--- config.mk ---
export PLATFORM = sky130hd
export DESIGN_NAME = calculator_key_entry_fsm_unit_flat
export DESIGN_NICKNAME = d
export VERILOG_FILES = /design/src/hdl/cke_pkg.sv /design/src/hdl/cke_key_if.sv /design/src/hdl/cke_res_if.sv /design/src/hdl/cke_ctrl.sv /design/src/hdl/cke_dp.sv /design/src/hdl/calculator_key_entry_fsm_unit.sv /design/src/flat_wrapper.sv
export SDC_FILE = /design/constraint.sdc
export NUM_CORES = 1
export LEC_CHECK = 0
export ABC_AREA = 1
export BUFFER_PORTS_ARGS = -buffer_cell sky130_fd_sc_hd__buf_2
export CORE_ASPECT_RATIO = 1.2
export CORE_UTILIZATION = 26
export CTS_BUF_LIST = sky130_fd_sc_hd__clkbuf_8
export CTS_CLUSTER_SIZE = 40
export DETAILED_ROUTE_END_ITERATION = 6
export SYNTH_ARGS = -nofsm -noshare
export SYNTH_HDL_FRONTEND = slang
export SYNTH_SLANG_ARGS = --single-unit
--- constraint.sdc ---
create_clock -name clk -period 6.8 [get_ports clk]
set_input_delay 1.02 -clock clk [delete_from_list [all_inputs] [get_ports clk]]
set_output_delay 1.02 -clock clk [all_outputs]
set_load 0.1 [all_outputs]
--- src/hdl/cke_pkg.sv ---
package cke_pkg;

  // operand width and the fixed width of the result fields
  localparam int DATA_W = 32;
  localparam int OUT_W  = 32;
  localparam int CNT_W  = $clog2(DATA_W + 1);

  typedef logic [DATA_W-1:0]        word_t;
  typedef logic signed [DATA_W-1:0] sword_t;
  typedef logic signed [OUT_W-1:0]  out_t;
  typedef logic [CNT_W-1:0]         cnt_t;

  // special key codes
  localparam logic [7:0] KEY_ZERO   = 8'h30;
  localparam logic [7:0] KEY_NINE   = 8'h39;
  localparam logic [7:0] KEY_NEG    = 8'h6d;
  localparam logic [7:0] KEY_PLUS   = 8'h2b;
  localparam logic [7:0] KEY_MINUS  = 8'h2d;
  localparam logic [7:0] KEY_TIMES  = 8'h2a;
  localparam logic [7:0] KEY_SLASH  = 8'h2f;
  localparam logic [7:0] KEY_RETURN = 8'h0d;
  localparam logic [7:0] KEY_CLEAR  = 8'h63;
  localparam logic [7:0] KEY_QUIT_L = 8'h71;
  localparam logic [7:0] KEY_QUIT_U = 8'h51;

  typedef enum logic [2:0] {
    PH_A_FRESH = 3'd0,
    PH_A_BUSY  = 3'd1,
    PH_B_FRESH = 3'd2,
    PH_B_BUSY  = 3'd3,
    PH_DONE    = 3'd4
  } phase_t;

  typedef enum logic [1:0] {
    OP_ADD = 2'd0,
    OP_SUB = 2'd1,
    OP_MUL = 2'd2,
    OP_DIV = 2'd3
  } op_t;

  typedef enum logic [2:0] {
    KC_DIGIT,
    KC_NEG,
    KC_OPER,
    KC_RET,
    KC_CLEAR,
    KC_QUIT,
    KC_OTHER
  } kclass_t;

  typedef enum logic [2:0] {
    S_IDLE,
    S_UPDATE,
    S_SETUP,
    S_RUN,
    S_LOAD
  } state_t;

  // controller to datapath
  typedef struct packed {
    logic take_key;
    logic apply;
    logic start;
    logic step;
    logic load;
  } cmd_t;

  // datapath to controller
  typedef struct packed {
    kclass_t key_class;
    logic    finished;
    logic    iterative;
    logic    step_last;
    logic    out_free;
  } sts_t;

  function automatic kclass_t classify(logic [7:0] key);
    kclass_t kc;
    if (key >= KEY_ZERO && key <= KEY_NINE) begin
      kc = KC_DIGIT;
    end else if (key == KEY_NEG) begin
      kc = KC_NEG;
    end else if (key == KEY_PLUS || key == KEY_MINUS || key == KEY_TIMES ||
                 key == KEY_SLASH) begin
      kc = KC_OPER;
    end else if (key == KEY_RETURN) begin
      kc = KC_RET;
    end else if (key == KEY_CLEAR) begin
      kc = KC_CLEAR;
    end else if (key == KEY_QUIT_L || key == KEY_QUIT_U) begin
      kc = KC_QUIT;
    end else begin
      kc = KC_OTHER;
    end
    return kc;
  endfunction

  function automatic op_t key_op(logic [7:0] key);
    op_t op;
    if (key == KEY_PLUS) begin
      op = OP_ADD;
    end else if (key == KEY_MINUS) begin
      op = OP_SUB;
    end else if (key == KEY_TIMES) begin
      op = OP_MUL;
    end else begin
      op = OP_DIV;
    end
    return op;
  endfunction

endpackage

--- src/hdl/cke_key_if.sv ---
interface cke_key_if;
  logic       valid;
  logic       ready;
  logic [7:0] key_code;

  modport source(output valid, output key_code, input ready);
  modport sink(input valid, input key_code, output ready);
endinterface

--- src/hdl/cke_res_if.sv ---
interface cke_res_if;
  logic                 valid;
  logic                 ready;
  cke_pkg::out_t        result_value;
  cke_pkg::out_t        first_operand;
  cke_pkg::out_t        second_operand;
  logic [1:0]           operator_code;
  logic [2:0]           entry_phase;
  logic                 divisor_zero;

  modport source(output valid, output result_value, output first_operand,
                 output second_operand, output operator_code, output entry_phase,
                 output divisor_zero, input ready);
  modport sink(input valid, input result_value, input first_operand,
               input second_operand, input operator_code, input entry_phase,
               input divisor_zero, output ready);
endinterface

--- src/hdl/cke_ctrl.sv ---
module cke_ctrl (
  input  logic          clk,
  input  logic          rst_n,
  input  logic          in_valid,
  output logic          in_ready,
  input  cke_pkg::sts_t sts,
  output cke_pkg::cmd_t cmd
);

  cke_pkg::state_t state_r;
  cke_pkg::state_t state_nxt;
  logic            drop;

  // key that produces no word: unknown key or session finished
  assign drop = sts.finished || (sts.key_class == cke_pkg::KC_OTHER);

  // state register
  always_ff @(posedge clk) begin
    if (!rst_n) begin
      state_r <= cke_pkg::S_IDLE;
    end else begin
      state_r <= state_nxt;
    end
  end

  // next state
  always_comb begin
    state_nxt = state_r;
    unique case (state_r)
      cke_pkg::S_IDLE: begin
        if (in_valid) state_nxt = cke_pkg::S_UPDATE;
      end
      cke_pkg::S_UPDATE: begin
        state_nxt = drop ? cke_pkg::S_IDLE : cke_pkg::S_SETUP;
      end
      cke_pkg::S_SETUP: begin
        state_nxt = sts.iterative ? cke_pkg::S_RUN : cke_pkg::S_LOAD;
      end
      cke_pkg::S_RUN: begin
        if (sts.step_last) state_nxt = cke_pkg::S_LOAD;
      end
      cke_pkg::S_LOAD: begin
        if (sts.out_free) state_nxt = cke_pkg::S_IDLE;
      end
      default: state_nxt = cke_pkg::S_IDLE;
    endcase
  end

  // commands
  always_comb begin
    in_ready     = 1'b0;
    cmd          = '0;
    unique case (state_r)
      cke_pkg::S_IDLE: begin
        in_ready     = 1'b1;
        cmd.take_key = in_valid;
      end
      cke_pkg::S_UPDATE: cmd.apply = !drop;
      cke_pkg::S_SETUP:  cmd.start = 1'b1;
      cke_pkg::S_RUN:    cmd.step  = 1'b1;
      cke_pkg::S_LOAD:   cmd.load  = sts.out_free;
      default: ;
    endcase
  end

  // a result is written only into a free output slot
  a_load_free: assert property (@(posedge clk) disable iff (!rst_n)
    cmd.load |-> sts.out_free)
    else $error("result loaded into a busy output slot");

  // the iterative unit is not left early
  a_run_holds: assert property (@(posedge clk) disable iff (!rst_n)
    (state_r == cke_pkg::S_RUN) && !sts.step_last |=> state_r == cke_pkg::S_RUN)
    else $error("iteration left before its last step");

  // a dropped key returns straight to idle
  a_drop_idle: assert property (@(posedge clk) disable iff (!rst_n)
    (state_r == cke_pkg::S_UPDATE) && drop |=> state_r == cke_pkg::S_IDLE)
    else $error("ignored key did not return to idle");

endmodule

--- src/hdl/cke_dp.sv ---
module cke_dp (
  input  logic             clk,
  input  logic             rst_n,
  input  logic [7:0]       key_code,
  input  cke_pkg::cmd_t    cmd,
  output cke_pkg::sts_t    sts,
  cke_res_if.source        out_ch
);

  logic [7:0]           key_r;
  cke_pkg::phase_t      phase_r, phase_nxt;
  cke_pkg::word_t       a_r, a_nxt;
  cke_pkg::word_t       b_r, b_nxt;
  cke_pkg::op_t         op_r, op_nxt;
  cke_pkg::word_t       acc_r;
  cke_pkg::word_t       x_r;
  cke_pkg::word_t       y_r;
  cke_pkg::cnt_t        cnt_r;
  logic                 neg_r;
  logic                 out_valid_r;
  cke_pkg::out_t        res_r, a_out_r, b_out_r;
  cke_pkg::op_t         op_out_r;
  cke_pkg::phase_t      phase_out_r;
  logic                 dz_out_r;

  cke_pkg::kclass_t     kclass;
  cke_pkg::word_t       digit;
  cke_pkg::word_t       abs_a, abs_b;
  logic                 on_b;
  logic                 iterative;
  logic [cke_pkg::DATA_W+1:0] trial;
  cke_pkg::word_t       result;

  assign kclass    = cke_pkg::classify(key_r);
  assign digit     = cke_pkg::word_t'(key_r[3:0]);
  assign on_b      = (phase_r == cke_pkg::PH_B_FRESH) || (phase_r == cke_pkg::PH_B_BUSY);
  assign iterative = (op_r == cke_pkg::OP_MUL) || (op_r == cke_pkg::OP_DIV);

  // status toward the controller
  always_comb begin
    sts.key_class = kclass;
    sts.finished  = (phase_r == cke_pkg::PH_DONE);
    sts.iterative = iterative;
    sts.step_last = (cnt_r == cke_pkg::cnt_t'(1));
    sts.out_free  = !out_valid_r || out_ch.ready;
  end

  // key register
  always_ff @(posedge clk) begin
    if (cmd.take_key) key_r <= key_code;
  end

  // entry state update for one recognized key
  always_comb begin
    phase_nxt = phase_r;
    a_nxt     = a_r;
    b_nxt     = b_r;
    op_nxt    = op_r;
    unique case (kclass)
      cke_pkg::KC_DIGIT: begin
        unique case (phase_r)
          cke_pkg::PH_A_FRESH: begin
            a_nxt     = digit;
            phase_nxt = cke_pkg::PH_A_BUSY;
          end
          cke_pkg::PH_A_BUSY: a_nxt = (a_r << 3) + (a_r << 1) + digit;
          cke_pkg::PH_B_FRESH: begin
            b_nxt     = digit;
            phase_nxt = cke_pkg::PH_B_BUSY;
          end
          default: b_nxt = (b_r << 3) + (b_r << 1) + digit;
        endcase
      end
      cke_pkg::KC_NEG: begin
        if (on_b) begin
          b_nxt = cke_pkg::word_t'(0) - b_r;
        end else begin
          a_nxt = cke_pkg::word_t'(0) - a_r;
        end
      end
      cke_pkg::KC_OPER: begin
        op_nxt = cke_pkg::key_op(key_r);
        if (phase_r != cke_pkg::PH_B_BUSY) phase_nxt = cke_pkg::PH_B_FRESH;
      end
      cke_pkg::KC_RET: begin
        phase_nxt = on_b ? cke_pkg::PH_A_FRESH : cke_pkg::PH_B_FRESH;
      end
      cke_pkg::KC_CLEAR: begin
        a_nxt     = '0;
        b_nxt     = '0;
        op_nxt    = cke_pkg::OP_ADD;
        phase_nxt = cke_pkg::PH_A_FRESH;
      end
      cke_pkg::KC_QUIT: phase_nxt = cke_pkg::PH_DONE;
      default: ;
    endcase
  end

  // entry state registers
  always_ff @(posedge clk) begin
    if (!rst_n) begin
      phase_r <= cke_pkg::PH_A_FRESH;
      a_r     <= '0;
      b_r     <= '0;
      op_r    <= cke_pkg::OP_ADD;
    end else if (cmd.apply) begin
      phase_r <= phase_nxt;
      a_r     <= a_nxt;
      b_r     <= b_nxt;
      op_r    <= op_nxt;
    end
  end

  // magnitudes for the divider, zero divisor becomes one
  assign abs_a = a_r[cke_pkg::DATA_W-1] ? cke_pkg::word_t'(0) - a_r : a_r;
  assign abs_b = (b_r == '0) ? cke_pkg::word_t'(1)
               : (b_r[cke_pkg::DATA_W-1] ? cke_pkg::word_t'(0) - b_r : b_r);

  // restoring divide trial subtraction
  assign trial = {1'b0, acc_r, x_r[cke_pkg::DATA_W-1]} - {2'b00, y_r};

  // shift-add multiplier and restoring divider, one bit per cycle
  always_ff @(posedge clk) begin
    if (!rst_n) begin
      cnt_r <= '0;
    end else if (cmd.start) begin
      acc_r <= '0;
      cnt_r <= cke_pkg::cnt_t'(cke_pkg::DATA_W);
      neg_r <= a_r[cke_pkg::DATA_W-1] ^ b_r[cke_pkg::DATA_W-1];
      if (op_r == cke_pkg::OP_MUL) begin
        x_r <= a_r;
        y_r <= b_r;
      end else begin
        x_r <= abs_a;
        y_r <= abs_b;
      end
    end else if (cmd.step) begin
      cnt_r <= cnt_r - cke_pkg::cnt_t'(1);
      if (op_r == cke_pkg::OP_MUL) begin
        if (y_r[0]) acc_r <= acc_r + x_r;
        x_r <= x_r << 1;
        y_r <= y_r >> 1;
      end else if (!trial[cke_pkg::DATA_W+1]) begin
        acc_r <= trial[cke_pkg::DATA_W-1:0];
        x_r   <= {x_r[cke_pkg::DATA_W-2:0], 1'b1};
      end else begin
        acc_r <= {acc_r[cke_pkg::DATA_W-2:0], x_r[cke_pkg::DATA_W-1]};
        x_r   <= {x_r[cke_pkg::DATA_W-2:0], 1'b0};
      end
    end
  end

  // final result select
  always_comb begin
    case (op_r)
      cke_pkg::OP_ADD: result = a_r + b_r;
      cke_pkg::OP_SUB: result = a_r - b_r;
      cke_pkg::OP_MUL: result = acc_r;
      default:         result = neg_r ? cke_pkg::word_t'(0) - x_r : x_r;
    endcase
  end

  // output word register
  always_ff @(posedge clk) begin
    if (!rst_n) begin
      out_valid_r <= 1'b0;
    end else if (cmd.load) begin
      out_valid_r <= 1'b1;
    end else if (out_ch.ready) begin
      out_valid_r <= 1'b0;
    end
  end

  always_ff @(posedge clk) begin
    if (cmd.load) begin
      res_r       <= cke_pkg::out_t'(cke_pkg::sword_t'(result));
      a_out_r     <= cke_pkg::out_t'(cke_pkg::sword_t'(a_r));
      b_out_r     <= cke_pkg::out_t'(cke_pkg::sword_t'(b_r));
      op_out_r    <= op_r;
      phase_out_r <= phase_r;
      dz_out_r    <= (op_r == cke_pkg::OP_DIV) && (b_r == '0);
    end
  end

  assign out_ch.valid          = out_valid_r;
  assign out_ch.result_value   = res_r;
  assign out_ch.first_operand  = a_out_r;
  assign out_ch.second_operand = b_out_r;
  assign out_ch.operator_code  = op_out_r;
  assign out_ch.entry_phase    = phase_out_r;
  assign out_ch.divisor_zero   = dz_out_r;

  // a loaded word is presented next cycle
  a_load_valid: assert property (@(posedge clk) disable iff (!rst_n)
    cmd.load |=> out_valid_r)
    else $error("loaded word not presented");

  // the iteration counter never underflows
  a_step_cnt: assert property (@(posedge clk) disable iff (!rst_n)
    cmd.step |-> cnt_r != '0)
    else $error("step issued with iteration count exhausted");

  // the finished phase holds until reset
  a_done_sticky: assert property (@(posedge clk) disable iff (!rst_n)
    phase_r == cke_pkg::PH_DONE |=> phase_r == cke_pkg::PH_DONE)
    else $error("finished session resumed without reset");

endmodule

--- src/hdl/calculator_key_entry_fsm_unit.sv ---
// Calculator key entry unit.
// in_key carries one ASCII key code per word (valid/ready). Digits build the
// active operand, 'm' negates it, + - * / pick the operation, return (13)
// switches to the other operand, 'c' clears and 'q'/'Q' ends the session. Each recognized
// key yields one word on out_res: the operation applied to both operands
// (wrapping, truncating divide, zero divisor taken as one), both operands,
// the operation code, the entry phase and a zero-divisor flag. Other keys,
// and every key after quit, are taken and yield nothing.
// Add and subtract go from the accepted key through the update and setup
// states to the output register; multiply and divide also pass through the
// shared shift-add/restoring unit, which retires one bit per cycle over 32 bits.
// A new key is taken once the previous one has reached the output register;
// an unknown key returns to idle straight after the update state.
// While out_res is stalled the finished word waits in the output register
// and one further recognized key is accepted and processed, then held until it frees.
// Synchronous active-low reset clears operands, operation (add), phase and
// the output valid.
module calculator_key_entry_fsm_unit (
  input  logic      clk,
  input  logic      rst_n,
  cke_key_if.sink   in_key,
  cke_res_if.source out_res
);

  cke_pkg::cmd_t cmd;
  cke_pkg::sts_t sts;
  logic          in_ready;

  assign in_key.ready = in_ready;

  // sequencer
  cke_ctrl u_ctrl (
    .clk      (clk),
    .rst_n    (rst_n),
    .in_valid (in_key.valid),
    .in_ready (in_ready),
    .sts      (sts),
    .cmd      (cmd)
  );

  // operands, arithmetic unit and output register
  cke_dp u_dp (
    .clk      (clk),
    .rst_n    (rst_n),
    .key_code (in_key.key_code),
    .cmd      (cmd),
    .sts      (sts),
    .out_ch   (out_res)
  );

endmodule
--- src/flat_wrapper.sv ---
// flat-port wrapper written by rule: the top's interface ports become plain ports
module calculator_key_entry_fsm_unit_flat 
  (clk, rst_n, in_key_valid, in_key_key_code, in_key_ready, out_res_valid, out_res_result_value, out_res_first_operand, out_res_second_operand, out_res_operator_code, out_res_entry_phase, out_res_divisor_zero, out_res_ready);
  cke_key_if in_key_i ();
  cke_res_if out_res_i ();
  input  logic clk;
  input  logic rst_n;
  input wire logic [$bits(in_key_i.valid)-1:0] in_key_valid;
  input wire logic [$bits(in_key_i.key_code)-1:0] in_key_key_code;
  output wire logic [$bits(in_key_i.ready)-1:0] in_key_ready;
  output wire logic [$bits(out_res_i.valid)-1:0] out_res_valid;
  output wire logic [$bits(out_res_i.result_value)-1:0] out_res_result_value;
  output wire logic [$bits(out_res_i.first_operand)-1:0] out_res_first_operand;
  output wire logic [$bits(out_res_i.second_operand)-1:0] out_res_second_operand;
  output wire logic [$bits(out_res_i.operator_code)-1:0] out_res_operator_code;
  output wire logic [$bits(out_res_i.entry_phase)-1:0] out_res_entry_phase;
  output wire logic [$bits(out_res_i.divisor_zero)-1:0] out_res_divisor_zero;
  input wire logic [$bits(out_res_i.ready)-1:0] out_res_ready;
  assign in_key_i.valid = in_key_valid;
  assign in_key_i.key_code = in_key_key_code;
  assign in_key_ready = in_key_i.ready;
  assign out_res_valid = out_res_i.valid;
  assign out_res_result_value = out_res_i.result_value;
  assign out_res_first_operand = out_res_i.first_operand;
  assign out_res_second_operand = out_res_i.second_operand;
  assign out_res_operator_code = out_res_i.operator_code;
  assign out_res_entry_phase = out_res_i.entry_phase;
  assign out_res_divisor_zero = out_res_i.divisor_zero;
  assign out_res_i.ready = out_res_ready;
  calculator_key_entry_fsm_unit u_core (.clk(clk), .rst_n(rst_n), .in_key(in_key_i), .out_res(out_res_i));
endmodule
==> Word-level counts from Yosys, hierarchy flattened <==
Cells that the tools add are included.
{ "word_totals": {"regBits": 286, "input_bits": 12, "out_inout_bits": 104, "wordCells": 161} }
{ "classes": {"n_addsub": 12, "n_lt_le_gt_ge": 2, "n_eq_ne": 38, "mux": 54, "n_bitwise": 2, "n_reduce_logical": 34} }
{ "op_table": {"columns": ["cell", "n"], "rows": [
  ["32-bit 2-to-1 mux", 17],
  ["32-bit case mux with 3 select lines", 3],
  ["32-bit adder", 4],
  ["32-bit case mux with 2 select lines", 2],
  ["1-bit by 32-bit subtractor with 32-bit output, first input constant", 3],
  ["32-bit by 4-bit adder with 32-bit output", 2],
  ["33-bit by 32-bit subtractor with 34-bit output", 1],
  ["8-bit by 6-bit equality test with 1-bit output, second input constant", 4],
  ["8-bit by 7-bit equality test with 1-bit output, second input constant", 4],
  ["32-bit zero test", 1],
  ["32-bit subtractor", 1],
  ["3-bit case mux with 5 select lines", 2],
  ["3-bit 2-to-1 mux", 9],
  ["3-bit by 2-bit equality test with 1-bit output, second input constant", 6],
  ["3-bit equality test, second input constant", 5],
  ["2-bit 2-to-1 mux", 6],
  ["6-bit 2-to-1 mux", 2],
  ["2-bit inequality test, second input constant", 6],
  ["4-bit AND reduction", 3],
  ["1-bit 2-to-1 mux", 11],
  ["3-bit by 1-bit equality test with 1-bit output, second input constant", 3],
  ["3-bit zero test", 3],
  ["3-bit AND reduction", 3],
  ["8-bit by 4-bit equality test with 1-bit output, second input constant", 1],
  ["other kinds (22)", 40]
]} }

==> Logic depth before layout (Yosys ltp) <==
{ "depth": {"word_depth": 13, "depth_mapped": 23, "ltp_nobuf": 23} }

==> Modules after synthesis <==
Synthesis repeated with hierarchy kept, for this count alone.
{ "hier_totals": {"hier_cells": 4108, "area_unflattened_um2": 27069.7} }
{ "by_module_without_submodules": {"columns": ["module", "instances", "cells_per_inst", "area_each_um2", "seq_area_each_um2"], "rows": [
  ["cke_dp", 1, 4070, 26839.5, 7737.4],
  ["cke_ctrl", 1, 38, 230.2, 60.1]
]} }

==> Worst setup path after synthesis <==
Ideal clock, no wire load.
{ "synth_path": {"kind": "input to register", "start": "in out_res_ready", "end": "reg u_core.u_dp.dz_out_r, in the netlist u_core.u_dp.out_ch.divisor_zero, enable pin", "setup_time_ns": 0.564, "t_arrival_ns": 5.310, "path_slack_ns": 0.926, "cell_stages": 2, "n_path_buf": 0, "path_cell_list": "nor2_1 nor2_1"} }
{ "synth_rtl": {"columns": ["item", "line_no", "text"], "rows": [
  ["start, declared", "flat_wrapper.sv:18", "input wire logic [$bits(out_res_i.ready)-1:0] out_res_ready;"],
  ["end signal, assigned", "cke_dp.sv:181", "dz_out_r <= (op_r == cke_pkg::OP_DIV) && (b_r == '0);"],
  ["end, declared", "cke_dp.sv:24", "logic dz_out_r;"]
]} }

==> Worst setup path after layout <==
{ "layout_path": {"start": "reg u_core.u_dp.b_r[0]", "end": "reg u_core.u_dp.res_r[25], in the netlist u_core.u_dp.out_ch.result_value[25], data pin"} }
{ "layout_via": {"elab_chain_len": 2, "word_cells_on_any_way": 3, "cone_classes": "add/sub: 2; mux: 1"} }
{ "layout_rtl": {"columns": ["item", "line_no", "text"], "rows": [
  ["start, declared", "cke_dp.sv:13", "cke_pkg::word_t b_r, b_nxt;"],
  ["start signal, assigned", "cke_dp.sv:109", "b_r <= b_nxt;"],
  ["32-bit subtractor / 32-bit adder (equally long branches)", "cke_dp.sv:157, cke_dp.sv:156", null],
  ["32-bit case mux with 3 select lines (*)", "cke_dp.sv:155", "case (op_r)"],
  ["net u_core.u_dp.result[25]", "cke_dp.sv:32", "cke_pkg::word_t result;"],
  ["end signal, assigned", "cke_dp.sv:176", "res_r <= cke_pkg::out_t'(cke_pkg::sword_t'(result));"],
  ["end, declared", "cke_dp.sv:21", "cke_pkg::out_t res_r, a_out_r, b_out_r;"]
]} }
Mark *: on every way through the listed nets, which the timed path passes. The rest lies on a longest branch.
A chain may end at the register's enable or synchronous reset.

==> summary.txt <==
Run status
  – Status: finished, violations left
  – Violated checks: design-rule violations

Yosys
  – Cell Area, Synth: 0.0275 mm2
  – Post-synthesis cell count: 4249
  – Syn avg cell area: roughly 6.5 um2
  – Yosys cell types: 62
  – Total of warnings raised by yosys: 0
  – Post-synthesis net count: ~4500
  – Sequential-to-total area share from yosys stat: 28.3%
  – Synth async-reset ratio: 0%
  – Top_reg_cell synth: edfxtp_1
  – #FFs+latches synth: 286
  – EDFF count, synth: 207

GRT
  – Global-route wire length before repair: 172000 um
  – GRT Total Usage: 21.1%
  – Initial antenna violation count: 2
  – Vias in the first global route: 27700
  – Overflow after GRT: 0
  – Largest net degree at the start of global routing: 72

Clock tree
  – Hold_buf cts: 0
  – Clk Latency, worst-skew pair: 680 ps
  – CTS sink cnt: roughly 290
  – CTS tree: done
  – H-Tree Depth: 2
  – Post-CTS Resized: 0
  – Post-CTS Setup Bufs: 0
  – TritonCTS Buffers: 53
  – Max clock buf depth: 3
  – Root Buffer: clkbuf_8
  – CTS clk-pin slew, worst paths: 70 ps

Routing
  – ANT nets after route: 0
  – Residual DRC: 1
  – Via count: 29300
  – DR vias/cell: between 5 and 6
  – DRT iter0 DRCs: 2623
  – TritonRoute pass-1 iters: 7
  – Drt total wl: 116000 um
  – WL/cell: 20.2 um

Die
  – Row cnt: between 100 and 150
  – Starting Density: 26.3%
  – Core Box Area: 0.105 mm2
  – Die Area: about 0.11 mm2
  – IO Count: 116
  – Die width: 299 um
  – Chip height: between 300 and 400 um

Placement
  – Post-DP HPWL: 93300 um
  – Final GP Congestion: 0.995
  – Port Buffers: ~120

Setup path
  – Data required, critical path: slightly above 7000 ps
  – Data arrival time of the worst path: 4970 ps
  – Setup Crit Path Kind: flop to flop
  – CP max FO: 6
  – CP endpoint kind: flop
  – Crit start category: flop

STA
  – Sum Neg Setup Slack: 0 ps
  – Slew HR: around 15%
  – Max Slew Vio Count: 0
  – F_max: around 220 MHz
  – Final Cycle Share: 66.9%
  – Least-Margin Pin Slew: 1270 ps
  – Final min period: between 4000 and 5000 ps
  – Clk_skew: 57.5 ps
  – # setup viols final: 0
  – Fin. Hold Viols: 0
  – RSZ-0062 raised after global routing: false

Power
  – Lkg Pwr: 15.7 nW
  – Worst VDD drop: 0.118 mV
  – PD cells: 153 mW/mm2
  – Total power: 4.68 mW

Layout
  – Share of cells above drive strength 1: 6.71%
  – Layout net count: 4574
  – Area grow syn2layout: 11.2%
  – Fill count: 11800

Job
  – Max cap viols: 0

Worst hold path
  – Hold WC Path Type: flop to flop
-- worst max-delay path, cell delays in order, from the launching register on --
cell	delay (ps)
dfxtp_1	380
inv_1	160
ha_1	260
nand3_1	190
nor2_1	170
nand2_1	140
nor2_1	230
nand2_1	220
nand2_1	100
nand2_1	110
nand2_1	70
o21ai_0	410
ha_1	560
nand2_1	130
nor2_1	270
inv_1	140
nor3_1	310
nand3_1	150
nand3_1	100
nand2_1	50
nand3_1	80
nand3_1	100
-- synth_stat cells (7+ instances only) --
cell type  number  area, um2
o21ai_1        16       80.1
nand3b_1       17        128
o211ai_1       33        248
edfxtp_1      207       6220
a22oi_1        20        150
dfxtp_1        79       1580
inv_2           9       33.8
ha_1          217       2720
o21a_1          9       67.6
xnor2_1        23        201
fa_1            7        140
nand2_1      1222       4590
a21oi_1       258       1290
buf_2          20        100
inv_1         568       2130
nor2_1        466       1750
o21ai_0       256       1280
o21bai_1       17        128
nor2_2         15       93.8
or2_2          22        138
nor3_1         52        260
o22ai_1        24        150
clkbuf_1       60        225
buf_6          10        113
xor2_1         57        499
nor4_1          9       56.3
nand4_1        88        551
nand3_1       388       1940
-- metrics by stage --
stage	util, %	instance area (um2)	hold slack, ps	setup WS [ps]	cells
3_5_place_dp	28.2	29500	463	2320	5669
4_1_cts	29.2	30600	474	2360	5768
5_1_grt	29.2	30600	494	2050	5769
3_3_place_gp	28.2	29500	463	2280	5669
2_1_floorplan	-	27500	403	926	4249
6_report	29.2	30600	474	2250	5770
-- metal layers --
layer  vias up  global-route usage (%)  wire length, um
met4         0                    11.9             7050
met5         -                       0                0
met2      1145                    35.6            54600
li1      14300                       -                -
met1     13700                    25.9            47300
met3       241                    2.47             7450
-- cell families (layout without fill, tap and decap cells) --
family	after synthesis	count (layout)	share of synthesized area [%]
xor gates and xnor gates	80	80	2.54
AOI/OAI and AO/OA	668	668	13.4
and+or+nand+nor	2310	2310	35.7
buffers and inverters	681	814	9.71
DFF	286	286	28.3
adders and majority gates	224	224	10.4
other	0	2	0
-- path summary, 6_finish.rpt --
kind,startpoint,endpoint,slack (ps),depth (start not counted)
max,u_core.u_dp.b_r[0]$_SDFFE_PN0P_,u_core.u_dp.out_ch.result_value[25]$_DFFE_PP_,2250,21
min,u_core.u_dp.cnt_r[3]$_SDFFE_PP0P_,u_core.u_dp.cnt_r[3]$_SDFFE_PP0P_,470,2
max reg2reg,u_core.u_dp.b_r[0]$_SDFFE_PN0P_,u_core.u_dp.out_ch.result_value[25]$_DFFE_PP_,2250,21
min reg2reg,u_core.u_dp.cnt_r[3]$_SDFFE_PP0P_,u_core.u_dp.cnt_r[3]$_SDFFE_PP0P_,470,2
-- final cells by class --
class | instances | area [um2] | area share, %
Antenna cell | 2 | 5.00 | 0.0163
Clock buffer | 57 | 785 | 2.56
Clock inverter | 42 | 295 | 0.964
Inverter | 581 | 2190 | 7.14
Multi-Input combinational cell | 3282 | 17100 | 55.9
Sequential cell | 286 | 7800 | 25.5
Tap cell | 1386 | 1730 | 5.66
Timing Repair Buffer | 134 | 718 | 2.34
-- cells in the final DEF, fill, tap and decap left out, drive strengths merged, types with 7 or more instances in the layout --
cell type  count
fa             7
nand4         90
dfxtp         79
nand3b        17
clkbuf        57
o22ai         24
xor2          57
clkinv        22
buf          134
or2           24
nor4          11
o21a           9
ha           217
o21bai        17
nor2         483
edfxtp       207
nor3          53
xnor2         23
o21ai        274
a22oi         20
nand2       1231
a21oi        263
inv          593
nand3        393
o211ai        33
-- report_power, final --
group | internal [mW] | switching [mW]
clock network | 0.929 | 0.829
registers | 1.94 | 0.0451
logic | 0.205 | 0.729
total | 3.08 | 1.60
-- flip-flops by register name, summed over array words and instances (netlist names) --
signal	flops
u_core.u_dp.acc_r	32
u_core.u_dp.out_ch.first_operand	32
u_core.u_dp.out_ch.valid	1
u_core.u_dp.cnt_r	6
u_core.u_dp.out_ch.entry_phase	3
u_core.u_dp.b_r	32
u_core.u_dp.neg_r	1
u_core.u_dp.out_ch.result_value	32
u_core.u_dp.out_ch.operator_code	2
u_core.u_dp.key_r	8
u_core.u_dp.a_r	32
u_core.u_dp.phase_r	3
u_core.u_dp.out_ch.divisor_zero	1
u_core.u_dp.op_r	2
u_core.u_ctrl.state_r	3
u_core.u_dp.x_r	32
u_core.u_dp.out_ch.second_operand	32
u_core.u_dp.y_r	32
Note: power is estimated with default switching activity, not from simulation.
